===== config.mk =====
export PLATFORM = sky130hd
export DESIGN_NAME = config_text_tokenizer_top
export DESIGN_NICKNAME = d
export VERILOG_FILES = /design/src/rtl/ctt_pkg.sv /design/src/rtl/ctt_lexer.sv /design/src/rtl/ctt_queue.sv /design/src/rtl/ctt_emitter.sv /design/src/rtl/config_text_tokenizer_top.sv
export SDC_FILE = /design/constraint.sdc
export NUM_CORES = 1
export LEC_CHECK = 0
export BUFFER_PORTS_ARGS = -buffer_cell sky130_fd_sc_hd__buf_2
export CORE_MARGIN = 1.5
export CORE_UTILIZATION = 60
export DETAILED_ROUTE_END_ITERATION = 16
export PLACE_DENSITY = 0.9
export SYNTH_ARGS = -nofsm -noshare
export SYNTH_HDL_FRONTEND = slang
export SYNTH_SLANG_ARGS = --single-unit

===== constraint.sdc =====
create_clock -name clk -period 3.37 [get_ports clk]
set_input_delay 0.674 -clock clk [delete_from_list [all_inputs] [get_ports clk]]
set_output_delay 0.674 -clock clk [all_outputs]
set_load 0.01 [all_outputs]

===== src/rtl/ctt_pkg.sv =====
`timescale 1ns / 1ps
// ----------------------------------------------------------------------------
// ctt_pkg: shared types and constants of the config text tokenizer
// Lexer state codes, event kinds, character constants and the queue entry
// that passes from the lexer front to the result back end.
// ----------------------------------------------------------------------------
package ctt_pkg;

  // Lexer states
  typedef enum logic [2:0] {
    LEX_START = 3'd0,
    LEX_TOKEN = 3'd1,
    LEX_SLASH = 3'd2,
    LEX_LINE  = 3'd3,
    LEX_BLOCK = 3'd4,
    LEX_STAR  = 3'd5
  } lex_state_t;

  // Event kinds on the result side
  localparam logic [1:0] EV_CHAR  = 2'd0;
  localparam logic [1:0] EV_TEND  = 2'd1;
  localparam logic [1:0] EV_ERROR = 2'd2;
  localparam logic [1:0] EV_END   = 2'd3;

  // Character codes
  localparam logic [7:0] CH_EOF    = 8'd26;
  localparam logic [7:0] CH_COMMA  = 8'h2c;
  localparam logic [7:0] CH_SEMI   = 8'h3b;
  localparam logic [7:0] CH_SPACE  = 8'h20;
  localparam logic [7:0] CH_TAB    = 8'h09;
  localparam logic [7:0] CH_LF     = 8'h0a;
  localparam logic [7:0] CH_CR     = 8'h0d;
  localparam logic [7:0] CH_LPAREN = 8'h28;
  localparam logic [7:0] CH_RPAREN = 8'h29;
  localparam logic [7:0] CH_EQUAL  = 8'h3d;
  localparam logic [7:0] CH_SLASH  = 8'h2f;
  localparam logic [7:0] CH_STAR   = 8'h2a;
  localparam logic [7:0] CH_HASH   = 8'h23;
  localparam logic [7:0] CH_UNDER  = 8'h5f;
  localparam logic [7:0] CH_PLUS   = 8'h2b;
  localparam logic [7:0] CH_MINUS  = 8'h2d;
  localparam logic [7:0] CH_DOT    = 8'h2e;
  localparam logic [7:0] CH_UP_A   = 8'h41;
  localparam logic [7:0] CH_UP_Z   = 8'h5a;
  localparam logic [7:0] CH_LO_A   = 8'h61;
  localparam logic [7:0] CH_LO_Z   = 8'h7a;
  localparam logic [7:0] CH_0      = 8'h30;
  localparam logic [7:0] CH_9      = 8'h39;

  // One lexer action: a first event, optionally followed by end of input
  typedef struct packed {
    logic [1:0] kind;
    logic [7:0] ch;
    logic       end_follows;
  } ctt_entry_t;

  function automatic logic is_sep(input logic [7:0] c);
    return c == CH_COMMA || c == CH_SEMI || c == CH_SPACE || c == CH_TAB ||
           c == CH_LF || c == CH_CR || c == CH_LPAREN || c == CH_RPAREN ||
           c == CH_EQUAL;
  endfunction

  function automatic logic is_ident(input logic [7:0] c);
    return (c >= CH_LO_A && c <= CH_LO_Z) || (c >= CH_0 && c <= CH_9) ||
           c == CH_PLUS || c == CH_MINUS || c == CH_DOT || c == CH_UNDER;
  endfunction

endpackage


===== src/rtl/ctt_lexer.sv =====
`timescale 1ns / 1ps
// ----------------------------------------------------------------------------
// ctt_lexer: byte classifier and lexer state machine
// Takes one byte per cycle while accept is high, updates the lexer state
// and hands any events the byte causes to the queue as a single entry.
// ----------------------------------------------------------------------------
module ctt_lexer (
  input  logic               clk,
  input  logic               rst,
  input  logic               accept,
  input  logic [7:0]         char_code,
  input  logic               end_mark,
  output logic               emit,
  output ctt_pkg::ctt_entry_t entry
);

  ctt_pkg::lex_state_t state, state_next;
  logic [7:0] lc;
  logic       eof;
  logic       sep;
  logic       ident;

  // Lower-case the byte and classify it
  always_comb begin
    lc    = char_code;
    if (char_code >= ctt_pkg::CH_UP_A && char_code <= ctt_pkg::CH_UP_Z) begin
      lc = char_code | 8'h20;
    end
    eof   = end_mark || (char_code == ctt_pkg::CH_EOF);
    sep   = ctt_pkg::is_sep(lc);
    ident = ctt_pkg::is_ident(lc);
  end

  // Next state
  always_comb begin
    state_next = state;
    unique case (state)
      ctt_pkg::LEX_TOKEN: begin
        if (eof || sep || !ident) state_next = ctt_pkg::LEX_START;
      end
      ctt_pkg::LEX_SLASH: begin
        if (eof) state_next = ctt_pkg::LEX_START;
        else if (lc == ctt_pkg::CH_SLASH) state_next = ctt_pkg::LEX_LINE;
        else if (lc == ctt_pkg::CH_STAR) state_next = ctt_pkg::LEX_BLOCK;
        else state_next = ctt_pkg::LEX_START;
      end
      ctt_pkg::LEX_LINE: begin
        if (eof || lc == ctt_pkg::CH_LF) state_next = ctt_pkg::LEX_START;
      end
      ctt_pkg::LEX_BLOCK: begin
        if (eof) state_next = ctt_pkg::LEX_START;
        else if (lc == ctt_pkg::CH_STAR) state_next = ctt_pkg::LEX_STAR;
      end
      ctt_pkg::LEX_STAR: begin
        if (eof || lc == ctt_pkg::CH_SLASH) state_next = ctt_pkg::LEX_START;
        else state_next = ctt_pkg::LEX_BLOCK;
      end
      default: begin
        if (eof || sep) state_next = ctt_pkg::LEX_START;
        else if (ident) state_next = ctt_pkg::LEX_TOKEN;
        else if (lc == ctt_pkg::CH_SLASH) state_next = ctt_pkg::LEX_SLASH;
        else if (lc == ctt_pkg::CH_HASH) state_next = ctt_pkg::LEX_LINE;
        else state_next = ctt_pkg::LEX_START;
      end
    endcase
  end

  // Events caused by the byte
  always_comb begin
    emit              = 1'b0;
    entry.kind        = ctt_pkg::EV_CHAR;
    entry.ch          = 8'd0;
    entry.end_follows = 1'b0;
    unique case (state)
      ctt_pkg::LEX_TOKEN: begin
        emit = 1'b1;
        if (eof) begin
          entry.kind        = ctt_pkg::EV_TEND;
          entry.end_follows = 1'b1;
        end else if (sep) begin
          entry.kind = ctt_pkg::EV_TEND;
        end else if (ident) begin
          entry.ch = lc;
        end else begin
          entry.kind = ctt_pkg::EV_ERROR;
        end
      end
      ctt_pkg::LEX_SLASH: begin
        entry.kind = ctt_pkg::EV_ERROR;
        if (eof) begin
          emit              = 1'b1;
          entry.end_follows = 1'b1;
        end else if (lc != ctt_pkg::CH_SLASH && lc != ctt_pkg::CH_STAR) begin
          emit = 1'b1;
        end
      end
      ctt_pkg::LEX_LINE: begin
        entry.kind = ctt_pkg::EV_END;
        emit       = eof;
      end
      ctt_pkg::LEX_BLOCK, ctt_pkg::LEX_STAR: begin
        entry.kind        = ctt_pkg::EV_ERROR;
        entry.end_follows = 1'b1;
        emit              = eof;
      end
      default: begin
        if (eof) begin
          emit       = 1'b1;
          entry.kind = ctt_pkg::EV_END;
        end else if (sep) begin
          emit = 1'b0;
        end else if (ident) begin
          emit     = 1'b1;
          entry.ch = lc;
        end else if (lc != ctt_pkg::CH_SLASH && lc != ctt_pkg::CH_HASH) begin
          emit       = 1'b1;
          entry.kind = ctt_pkg::EV_ERROR;
        end
      end
    endcase
    if (!accept) emit = 1'b0;
  end

  // Advance the state on each accepted word
  always_ff @(posedge clk) begin
    if (rst) begin
      state <= ctt_pkg::LEX_START;
    end else if (accept) begin
      state <= state_next;
    end
  end

endmodule


===== src/rtl/ctt_queue.sv =====
`timescale 1ns / 1ps
// ----------------------------------------------------------------------------
// ctt_queue: short queue of lexer actions
// Decouples the lexer from the result side; head entry is read directly.
// ----------------------------------------------------------------------------
module ctt_queue #(
  parameter int DEPTH = 4
) (
  input  logic                clk,
  input  logic                rst,
  input  logic                wr,
  input  ctt_pkg::ctt_entry_t wr_entry,
  input  logic                rd,
  output ctt_pkg::ctt_entry_t rd_entry,
  output logic                full,
  output logic                empty
);

  localparam int PtrW = (DEPTH > 1) ? $clog2(DEPTH) : 1;
  localparam int CntW = $clog2(DEPTH + 1);

  ctt_pkg::ctt_entry_t slots [DEPTH];
  logic [PtrW-1:0] wr_ptr;
  logic [PtrW-1:0] rd_ptr;
  logic [CntW-1:0] count;
  logic            do_wr;
  logic            do_rd;

  assign full     = (count == CntW'(DEPTH));
  assign empty    = (count == '0);
  assign do_wr    = wr && !full;
  assign do_rd    = rd && !empty;
  assign rd_entry = slots[rd_ptr];

  // Store entries
  always_ff @(posedge clk) begin
    if (do_wr) begin
      slots[wr_ptr] <= wr_entry;
    end
  end

  // Advance pointers and fill count
  always_ff @(posedge clk) begin
    if (rst) begin
      wr_ptr <= '0;
      rd_ptr <= '0;
      count  <= '0;
    end else begin
      if (do_wr) begin
        wr_ptr <= (wr_ptr == PtrW'(DEPTH - 1)) ? '0 : wr_ptr + 1'b1;
      end
      if (do_rd) begin
        rd_ptr <= (rd_ptr == PtrW'(DEPTH - 1)) ? '0 : rd_ptr + 1'b1;
      end
      priority if (do_wr && !do_rd) begin
        count <= count + 1'b1;
      end else if (do_rd && !do_wr) begin
        count <= count - 1'b1;
      end else begin
        count <= count;
      end
    end
  end

endmodule


===== src/rtl/ctt_emitter.sv =====
`timescale 1ns / 1ps
// ----------------------------------------------------------------------------
// ctt_emitter: result word generator
// Unpacks queue entries into an output register, one result word per cycle
// while popped; adds the trailing end-of-input word where an entry asks.
// ----------------------------------------------------------------------------
module ctt_emitter (
  input  logic                clk,
  input  logic                rst,
  input  ctt_pkg::ctt_entry_t q_entry,
  input  logic                q_empty,
  output logic                q_rd,
  input  logic                pop,
  output logic                empty,
  output logic [1:0]          event_kind,
  output logic [7:0]          token_char,
  output logic                last_of_run
);

  logic out_valid;
  logic end_pending;
  logic load;

  assign load  = !out_valid || pop;
  assign q_rd  = load && !end_pending && !q_empty;
  assign empty = !out_valid;

  // Control: output valid and pending end word
  always_ff @(posedge clk) begin
    if (rst) begin
      out_valid   <= 1'b0;
      end_pending <= 1'b0;
    end else if (load) begin
      priority if (end_pending) begin
        out_valid   <= 1'b1;
        end_pending <= 1'b0;
      end else if (!q_empty) begin
        out_valid   <= 1'b1;
        end_pending <= q_entry.end_follows;
      end else begin
        out_valid <= 1'b0;
      end
    end
  end

  // Payload of the output register
  always_ff @(posedge clk) begin
    if (load) begin
      if (end_pending) begin
        event_kind  <= ctt_pkg::EV_END;
        token_char  <= 8'd0;
        last_of_run <= 1'b1;
      end else begin
        event_kind  <= q_entry.kind;
        token_char  <= q_entry.ch;
        last_of_run <= !q_entry.end_follows;
      end
    end
  end

endmodule


===== src/rtl/config_text_tokenizer_top.sv =====
`timescale 1ns / 1ps
// ----------------------------------------------------------------------------
// config_text_tokenizer_top: streaming lexer for configuration text
// A result word passes through a queue slot, then the output register.
// Throughput: one byte per cycle while not full; one word drains per pop, so
// bytes that cause two words (end of input) back the queue up one slot each.
// Reset: synchronous rst empties the queue and output and sets the lexer to
// its start state.
// ----------------------------------------------------------------------------
module config_text_tokenizer_top #(
  parameter int QUEUE_DEPTH = 4
) (
  input  logic       clk,
  input  logic       rst,
  input  logic       push,
  output logic       full,
  input  logic [7:0] char_code,
  input  logic       end_mark,
  input  logic       pop,
  output logic       empty,
  output logic [1:0] event_kind,
  output logic [7:0] token_char,
  output logic       last_of_run
);

  ctt_pkg::ctt_entry_t lex_entry;
  ctt_pkg::ctt_entry_t head_entry;
  logic                lex_emit;
  logic                q_full;
  logic                q_empty;
  logic                q_rd;

  assign full = q_full;

  // Front: classify bytes and step the lexer
  ctt_lexer u_lexer (
    .clk       (clk),
    .rst       (rst),
    .accept    (push && !q_full),
    .char_code (char_code),
    .end_mark  (end_mark),
    .emit      (lex_emit),
    .entry     (lex_entry)
  );

  // Hold actions between front and back
  ctt_queue #(
    .DEPTH (QUEUE_DEPTH)
  ) u_queue (
    .clk      (clk),
    .rst      (rst),
    .wr       (lex_emit),
    .wr_entry (lex_entry),
    .rd       (q_rd),
    .rd_entry (head_entry),
    .full     (q_full),
    .empty    (q_empty)
  );

  // Back: expand actions into result words
  ctt_emitter u_emitter (
    .clk         (clk),
    .rst         (rst),
    .q_entry     (head_entry),
    .q_empty     (q_empty),
    .q_rd        (q_rd),
    .pop         (pop),
    .empty       (empty),
    .event_kind  (event_kind),
    .token_char  (token_char),
    .last_of_run (last_of_run)
  );

endmodule

==> results of run 1 <==
-- final timing paths --
path,from,endpoint,slack (ps),cells past startpoint
worst max-delay path,char_code[1],u_queue.count[2]$_SDFFE_PP0P_,580,11
worst min register to register,u_queue.count[2]$_SDFFE_PP0P_,u_queue.count[2]$_SDFFE_PP0P_,520,2
worst max register to register,u_lexer.state[1]$_SDFFE_PP0P_,u_queue.count[2]$_SDFFE_PP0P_,720,9
worst min-delay path,u_queue.count[2]$_SDFFE_PP0P_,u_queue.count[2]$_SDFFE_PP0P_,520,2
-- worst max-delay path, cell delays in order --
cell	delay [ps]
buf_2	190
nor3b_1	170
o2111ai_1	250
o2111ai_1	250
o22ai_2	220
ha_1	210
inv_1	70
fa_1	430
xor2_1	150
or3_1	310
a21oi_1	150
-- synth_stat cells, types with 4 or more instances --
| library cell | instances |
|---|---|
| o2111ai_1 | 4 |
| nor3b_1 | 5 |
| edfxtp_1 | 55 |
| or2_2 | 4 |
| dfxtp_1 | 14 |
| nand2_1 | 8 |
| a211oi_1 | 4 |
| nor2_1 | 19 |
| nand3_1 | 4 |
| nand2b_1 | 5 |
| buf_2 | 5 |
| nor2b_1 | 12 |
| clkbuf_1 | 4 |
| a21oi_1 | 11 |
| and2_1 | 13 |
| mux4_2 | 11 |
| ha_1 | 6 |
| inv_1 | 9 |
-- flip-flops by register name, summed over array words and instances, names as in the netlist, named ones only --
signal and count:
u_emitter.token_char 8, u_queue.rd_ptr 2, u_lexer.state 3, u_queue.wr_ptr 2
u_queue.count 3, u_emitter.out_valid 1, u_emitter.end_pending 1, u_emitter.event_kind 2
u_queue.slots 44, u_emitter.last_of_run 1
-- metrics by stage --
stage / util / hold slack, ps / std cells / setup WS [ps]
after global placement: 0.646 / 486 / 347 / 356
after detailed placement: 0.646 / 514 / 347 / 249
final: 0.685 / 523 / 363 / 580
after floorplan: - / 467 / 263 / 299
after CTS: 0.685 / 524 / 363 / 606
after global routing: 0.685 / 557 / 363 / 398
-- cell type report --
| type | instances | area share |
|---|---|---|
| clock buffer | 13 | 0.0511 |
| clock inverter | 3 | 0.00601 |
| inverter | 9 | 0.00901 |
| multi-input combinational | 170 | 0.357 |
| sequential | 69 | 0.515 |
| tap | 72 | 0.0240 |
| timing repair buffer | 27 | 0.0374 |
-- cells by family (layout without fill, tap and decap cells) --
logic type / count (synthesis) / in the layout / synth area share
other: 1 / 4 / 0.00111
AOI/OAI and AO/OA: 51 / 51 / 0.112
muxes: 14 / 14 / 0.0819
adders and majority gates: 7 / 7 / 0.0280
and+or+nand+nor: 91 / 91 / 0.161
xor gates and xnor gates: 3 / 3 / 0.00775
DFF: 69 / 69 / 0.570
buffers and inverters: 24 / 52 / 0.0384
-- routing by layer --
layer | up-vias | share of wire | GRT usage
met4 | 0 | 0.018 | 0.134
met5 | - | 0 | 0
li1 | 1043 | - | -
met2 | 63 | 0.51 | 0.359
met1 | 1008 | 0.42 | 0.245
met3 | 10 | 0.047 | 0.0453
-- power groups by stage --
stage / registers [uW] / logic (uW) / clock network, uW
after global routing: 1300 / 751 / 720
after detailed placement: 1290 / 673 / 0
after CTS: 1280 / 679 / 684
after floorplan: 1270 / 508 / 0
after global placement: 1280 / 646 / 0
final: 1270 / 672 / 672
==> out/results.txt, run 1 <==
Yosys top cell by area - edfxtp_1
total power - 2620 uW
Layout area overhead - 10.6%
Worst-Skew Late Latency - 340 ps
Setup-failing EPs final - 0
Pleak - 0.00135 uW
post-synthesis sequential area ratio - 0.570
initial antenna violation count - 0
HP Class - reg -> reg
grt ovf - 0
Max-slew headroom - 0.515
Vias/cell - 5.85
Final min period - 2790 ps
Port Buf Inserts - 25
Core ar. - 0.00547 mm2
count of warnings emitted by yosys - 0
via count - 2,124
Post-Layout Inst Area - 0.00375 mm2
All-Layer GR Usage - 0.212
Diodes inserted - 0
die area - 0.00611 mm2
first-pass GRT wire length - 9570 um
Fin Setup TNS - 0 ps
Crit path required time - 3640 ps
number of synthesized register bits - 69
# hold bufs at CTS - 0
CP Launch Type - input pin
Max Clk Rate - 0.358 GHz
largest net degree at the start of global routing - 17
initial DRC count - 115
Worst VDD drop - 0.322 mV
status - finished, final reports clean
Logic pwr share - 0.257
Clk pwr share - 0.257
PwrDens - 698 mW/mm2
Final Max Slew Viols - 0
Bufs on Longest Clock Path - 2
Unique masters post-synth - 60
Starting Density - 0.620
die width - 78.2 um
Detailed Route WL - 5850 um
Gate Count Post-Synth - 260
# rows - 27
Cell Area, Placed - 0.00354 mm2
post-cts resize count - 0
share of layout cells above drive strength 1 - 0.230
Die H - 78.2 um
cell-internal power - 1870 uW
DRC violations left - 0
Least-Margin Pin Slew - 727 ps
most frequent cells in the layout - edfxtp_1 (55), buf_2 (25), nor2_1 (19)
CTS clk-pin slew, worst paths - 70 ps
post-route ant nets - 0
Sw Pwr - 751 uW
HPWL after detailed placement - 4010 um
fraction of registers with async set or reset after synthesis - 0
CP arrival - 3060 ps
CP endpoint kind - flop
# IOs - 26
RePlAce Congestion - 0.895
Root Driver - clkbuf_8
Num Clock Sinks - 69
CTS tree - yes
Synth area leaders - edfxtp_1 (49%), dfxtp_1 (8.3%), mux4_2 (7.3%)
register share of total power - 0.486
H-tree lvl count - 3
RSZ-0062 raised after global routing - false
number of enable flip-flop cells after synthesis - 55
Final Net Count - 306
footprint of the multi-input gates - 0.00134 mm2
commonest non-fill, non-tap cell in the layout - edfxtp_1
total CTS buffers - 9
Pre-antenna DRT Iters - 5
fin crit share - 0.828
Avg Cell Area, Syn - 13.0 um2
Yosys top cell area share - 0.487
crit path max fanout - 16
switching part of the total power - 0.287
count of filler cells inserted in the layout - 415
wire per inst - 16.1 um
clock skew - 8.76 ps
class of the most critical setup path - in -> reg
Post-CTS Setup Inserts - 0
final hold vios - 0
Post-Synthesis Cell Area - 0.00339 mm2
Synth Flop Type - edfxtp_1
Max-Cap Viols - 0
Sequential cell area - 0.00193 mm2
vias in the first global route - 2,045
(Power assumes the default switching activity.)
==> run 2, diff against run 1 <==
--- a/config.mk
+++ b/config.mk
@@ -7,9 +7,9 @@
 export LEC_CHECK = 0
 export BUFFER_PORTS_ARGS = -buffer_cell sky130_fd_sc_hd__buf_2
 export CORE_MARGIN = 1.5
-export CORE_UTILIZATION = 60
+export CORE_UTILIZATION = 54
 export DETAILED_ROUTE_END_ITERATION = 16
-export PLACE_DENSITY = 0.9
+export PLACE_DENSITY = 0.86
 export SYNTH_ARGS = -nofsm -noshare
 export SYNTH_HDL_FRONTEND = slang
 export SYNTH_SLANG_ARGS = --single-unit
==> constraint.sdc (replaced) <==
create_clock -name clk -period 2.5 [get_ports clk]
set_input_delay 0.5 -clock clk [delete_from_list [all_inputs] [get_ports clk]]
set_output_delay 0.5 -clock clk [all_outputs]
set_load 0.01 [all_outputs]
==> out/results.txt, run 2 (same netlist as run 1, synthesis figures left out) <==
via count - 2,294
share of layout cells above drive strength 1 - 0.330
post-route ant nets - 0
Pre-antenna DRT Iters - 4
Num Clock Sinks - 69
# hold bufs at CTS - 0
total CTS buffers - 9
met1 Usage GRT - 0.247
Largest register FFs - 44
Reg-to-Reg Start - u_queue.count[1]$_SDFFE_PP0P_
# rows - 28
commonest non-fill, non-tap cell in the layout - edfxtp_1
CP arrival - 2650 ps
Die H - 82.2 um
Port Buf Inserts - 25
wire per inst - 15.8 um
Final Max Slew Viols - 0
largest net degree at the start of global routing - 16
Worst-Skew Late Latency - 330 ps
initial DRC count - 80
CTS tree - yes
Core Util, Final - 0.681
grt ovf - 0
Max-Cap Viols - 0
Biggest register - u_queue.slots
Core ar. - 0.00599 mm2
busiest grt layer - met2
met3 Use GR - 0.0440
clock skew - 9.89 ps
CP startpoint - u_queue.count[1]$_SDFFE_PP0P_
Diodes inserted - 0
die area - 0.00676 mm2
RePlAce Congestion - 0.963
Post-CTS Setup Inserts - 0
Bufs on Longest Clock Path - 2
first-pass GRT wire length - 10,400 um
CTS clk-pin slew, worst paths - 70 ps
Pleak - 0.00155 uW
Crit path required time - 2760 ps
final hold vios - 0
crit path max fanout - 4
Least-Margin Pin Slew - 604 ps
status - finished, final reports clean
footprint of the multi-input gates - 0.00137 mm2
Vias/cell - 5.71
met2 Use GR - 0.382
count of filler cells inserted in the layout - 410
PwrDens - 931 mW/mm2
Max-slew headroom - 0.596
Max Clk Rate - 0.419 GHz
worst reg2reg endpoint - u_queue.count[2]$_SDFFE_PP0P_
Fin Setup TNS - 0 ps
Detailed Route WL - 6370 um
die width - 82.2 um
HPWL after detailed placement - 4670 um
H-tree lvl count - 3
Layout area overhead - 20.4%
cell depth of the worst flop-to-flop path - 9
Starting Density - 0.566
Setup-failing EPs final - 0
Root Driver - clkbuf_8
DRC violations left - 0
flop2flop setup slack - 110 ps
Final min period - 2390 ps
Sequential cell area - 0.00193 mm2
post-cts resize count - 0
All-Layer GR Usage - 0.210
vias in the first global route - 2,303
class of the most critical setup path - reg -> reg
RSZ-0062 raised after global routing - false
CP endpoint kind - flop
Worst VDD drop - 0.545 mV
CP Launch Type - flop
end of the critical path - u_queue.count[2]$_SDFFE_PP0P_
largest registers - u_queue.slots: 44 flops, u_emitter.token_char: 8 flops
fin crit share - 0.955
HP Class - in -> reg
initial antenna violation count - 0
most frequent cells in the layout - edfxtp_1 (55), buf_4 (38), buf_2 (25)
# IOs - 26
Final Net Count - 342
==> run 2: where the power goes <==
part	leakage, uW	switching, uW	internal (uW)
Sequential	0.000650	132	1560
Combinational	0.000782	532	524
Clock	0.000116	394	663
==> run 2: layout make-up <==
cell class	count	area share
clock buffers	10	0.0313
clock inverters	6	0.0273
inverters	9	0.00827
multi-input cells	170	0.337
flip-flops and latches	69	0.473
well taps	75	0.0230
repair buffers	63	0.101
==> run 2: metrics by stage <==
step | power (uW) | hold slack (ps) | cells | cell area [um2] | worst slack [ps]
final | 3800 | 517 | 402 | 4080 | 112
after detailed placement | 2780 | 507 | 386 | 3840 | -195
after global placement | 2690 | 488 | 386 | 3840 | -120
after floorplan | 2410 | 471 | 263 | 3440 | -189
after global routing | 4020 | 516 | 402 | 4080 | 2.78
after CTS | 3830 | 496 | 402 | 4080 | 99.2
==> run 2: metal layers <==
metal  up-vias  share of wire  wire (um)
li1       1118              -          -
met1      1111           0.42       2670
met2        57           0.53       3370
met3         8          0.043        276
met4         0         0.0080         51
met5         -              0          0
==> run 2: worst min-delay path by stage <==
stage	from	endpoint	slack, ps	cells after the start
detailed placement	u_queue.count[2]$_SDFFE_PP0P_	u_queue.count[2]$_SDFFE_PP0P_	510	2
global route	rst	u_queue.count[0]$_SDFFE_PP0P_	520	2
CTS	rst	u_queue.count[0]$_SDFFE_PP0P_	500	2
floorplan	u_queue.count[2]$_SDFFE_PP0P_	u_queue.count[2]$_SDFFE_PP0P_	470	2
global placement	u_queue.count[2]$_SDFFE_PP0P_	u_queue.count[2]$_SDFFE_PP0P_	490	2
finish	rst	u_queue.wr_ptr[1]$_SDFFE_PP0P_	520	2
==> run 2: worst max-delay path, cell delays in order (launching register included) <==
cell and delay, ps:
dfxtp_1 450, nor3b_1 150, or2b_2 360, o22ai_4 200, ha_2 210, inv_2 40
fa_2 330, xor2_1 150, or3_1 300, a21oi_1 120
==> run 3, diff against run 2 <==
--- a/config.mk
+++ b/config.mk
@@ -7,9 +7,9 @@
 export LEC_CHECK = 0
 export BUFFER_PORTS_ARGS = -buffer_cell sky130_fd_sc_hd__buf_2
 export CORE_MARGIN = 1.5
-export CORE_UTILIZATION = 54
+export CORE_UTILIZATION = 60
 export DETAILED_ROUTE_END_ITERATION = 16
-export PLACE_DENSITY = 0.86
+export PLACE_DENSITY = 0.9
 export SYNTH_ARGS = -nofsm -noshare
 export SYNTH_HDL_FRONTEND = slang
 export SYNTH_SLANG_ARGS = --single-unit
==> constraint.sdc (replaced) <==
create_clock -name clk -period 2.2 [get_ports clk]
set_input_delay 0.44 -clock clk [delete_from_list [all_inputs] [get_ports clk]]
set_output_delay 0.44 -clock clk [all_outputs]
set_load 0.01 [all_outputs]
==> out/results.txt, run 3 (same netlist as run 1, synthesis figures left out) <==
status - finished with violations
violated checks - negative setup slack
Bufs on Longest Clock Path - 2
count of filler cells inserted in the layout - 302
Root Driver - clkbuf_8
Max stage delay on crit path - 340 ps
via count - 2,452
share of layout cells above drive strength 1 - 0.418
final worst slack - -41.0 ps
largest net degree at the start of global routing - 16
Final Max Slew Viols - 0
CP arrival - 2520 ps
CP endpoint kind - flop
class of the most critical setup path - in -> reg
placed cells - 403
vias in the first global route - 2,460
All-Layer GR Usage - 0.282
Starting Density - 0.620
CP Launch Type - input pin
DRC violations left - 0
CTS tree - yes
Max-Cap Viols - 0
Final min period - 2240 ps
Least-Margin Pin Slew - 569 ps
die area - 0.00611 mm2
PwrDens - 1040 mW/mm2
Setup-failing EPs final - 1
switching part of the total power - 0.298
H-tree lvl count - 3
clock skew - 9.22 ps
most frequent cells in the layout - buf_4 (55), edfxtp_1 (55), buf_2 (22)
Final Net Count - 362
Num Clock Sinks - 69
grt ovf - 0
Port Buf Inserts - 25
Pleak - 0.00167 uW
cell-internal power - 3170 uW
Layout area overhead - 27.8%
Largest register FFs - 44
total CTS buffers - 9
initial DRC count - 193
initial antenna violation count - 0
wire per inst - 18.8 um
Post-CTS Setup Inserts - 0
largest registers - u_queue.slots: 44 flops, u_emitter.token_char: 8 flops
fin crit share - 1.02
die width - 78.2 um
Die H - 78.2 um
HPWL after detailed placement - 5390 um
pre-CTS setup slack - -460 ps
Detailed Route WL - 7870 um
crit path max fanout - 10
CTS clk-pin slew, worst paths - 80 ps
Logic pwr share - 0.328
Core ar. - 0.00547 mm2
slowest CP cell - and4bb_2
register share of total power - 0.429
RSZ-0062 raised after global routing - true
Vias/cell - 5.85
Biggest register - u_queue.slots
first-pass GRT wire length - 12,400 um
post-route ant nets - 0
cell-by-cell trace of the critical path - buf_6 > and4bb_2 > a31o_1 > a311oi_2 > o22ai_4 > ha_4 > inv_2 > fa_2 > xor2_1 > or3_1 > a21oi_2
HP Class - in -> reg
Diodes inserted - 0
Crit path required time - 2480 ps
# IOs - 26
Clk pwr share - 0.243
Sw Pwr - 1340 uW
final std cells w/o fill - 419
Worst-Skew Late Latency - 340 ps
Worst VDD drop - 0.602 mV
RePlAce Congestion - 0.893
Pre-antenna DRT Iters - 4
final hold vios - 0
Max Clk Rate - 0.446 GHz
Max-slew headroom - 0.621
# rows - 27
-- run 3: cell count changes in the layout (fill, tap and decap cells not counted), moves of 3 or more --
| cell | previous run | this run |
|---|---|---|
| nor3b_2 | 0 | 3 |
| dfxtp_1 | 14 | 11 |
| buf_4 | 38 | 55 |
| nor3b_1 | 5 | 2 |
| dfxtp_2 | 0 | 3 |
| buf_6 | 0 | 4 |
| buf_2 | 25 | 22 |
-- run 3: worst max-delay path: cells and delay by family --
family | cells | cell delay (ps)
simple gates | 2 | 670
compound gates | 4 | 620
fa+ha+maj | 2 | 490
xor+xnor | 1 | 150
buf+inv | 2 | 150
-- run 3: area by class of cell --
type                    count  area (um2)  share of cell area
clock inverters             7        90.1              0.0208
inverters                   9        33.8             0.00779
clock buffers               9         124              0.0286
multi-input cells         170        1450               0.335
repair buffers             83         608               0.140
well taps                  72        90.1              0.0208
flip-flops and latches     69        1940               0.447
-- run 3: layer usage --
| layer | vias to the layer above | track usage | wire length [um] |
|---|---|---|---|
| met1 | 1178 | 0.310 | 3060 |
| met2 | 96 | 0.494 | 4150 |
| met5 | - | 0 | 0 |
| met4 | 0 | 0.164 | 328 |
| met3 | 25 | 0.0709 | 330 |
| li1 | 1153 | - | - |
-- run 3: power groups by stage --
stage	sequential [uW]	clock, uW	combinational, uW
4_1_cts	1930	1120	1430
3_3_place_gp	1910	0	1300
3_5_place_dp	1940	0	1370
5_1_grt	1960	1160	1620
6_report	1940	1100	1480
2_1_floorplan	1940	0	801
-- run 3: path summary, 6_finish.rpt --
| check | endpoint | depth (start not counted) | slack, ps | startpoint |
|---|---|---|---|---|
| setup / recovery | u_queue.count[2]$_SDFFE_PP0P_ | 11 | -40 | char_code[0] |
| hold / removal | u_queue.count[2]$_SDFFE_PP0P_ | 2 | 440 | rst |
| setup reg to reg | u_queue.count[2]$_SDFFE_PP0P_ | 9 | -10 | u_lexer.state[0]$_SDFFE_PP0P_ |
| hold reg to reg | u_queue.rd_ptr[1]$_SDFFE_PP0P_ | 2 | 550 | u_queue.rd_ptr[1]$_SDFFE_PP0P_ |
-- run 3: metrics by stage --
stage	utilization	area [um2]	hold WS [ps]	setup TNS, ps	power (uW)
after floorplan	-	3460	471	-618	2740
after global placement	0.737	4030	518	-15770	3220
after detailed placement	0.737	4030	547	-21530	3320
after CTS	0.783	4290	421	0	4480
after global routing	0.792	4330	450	-107	4730
final	0.792	4330	445	-41.0	4510
-- run 3: repair_timing --
| action | in CTS | in global routing |
|---|---|---|
| endpoints found under the setup margin | 5 | 14 |
| pin swaps | 3 | 5 |
| hold buffers | 0 | 0 |
| resized for setup | 12 | 12 |
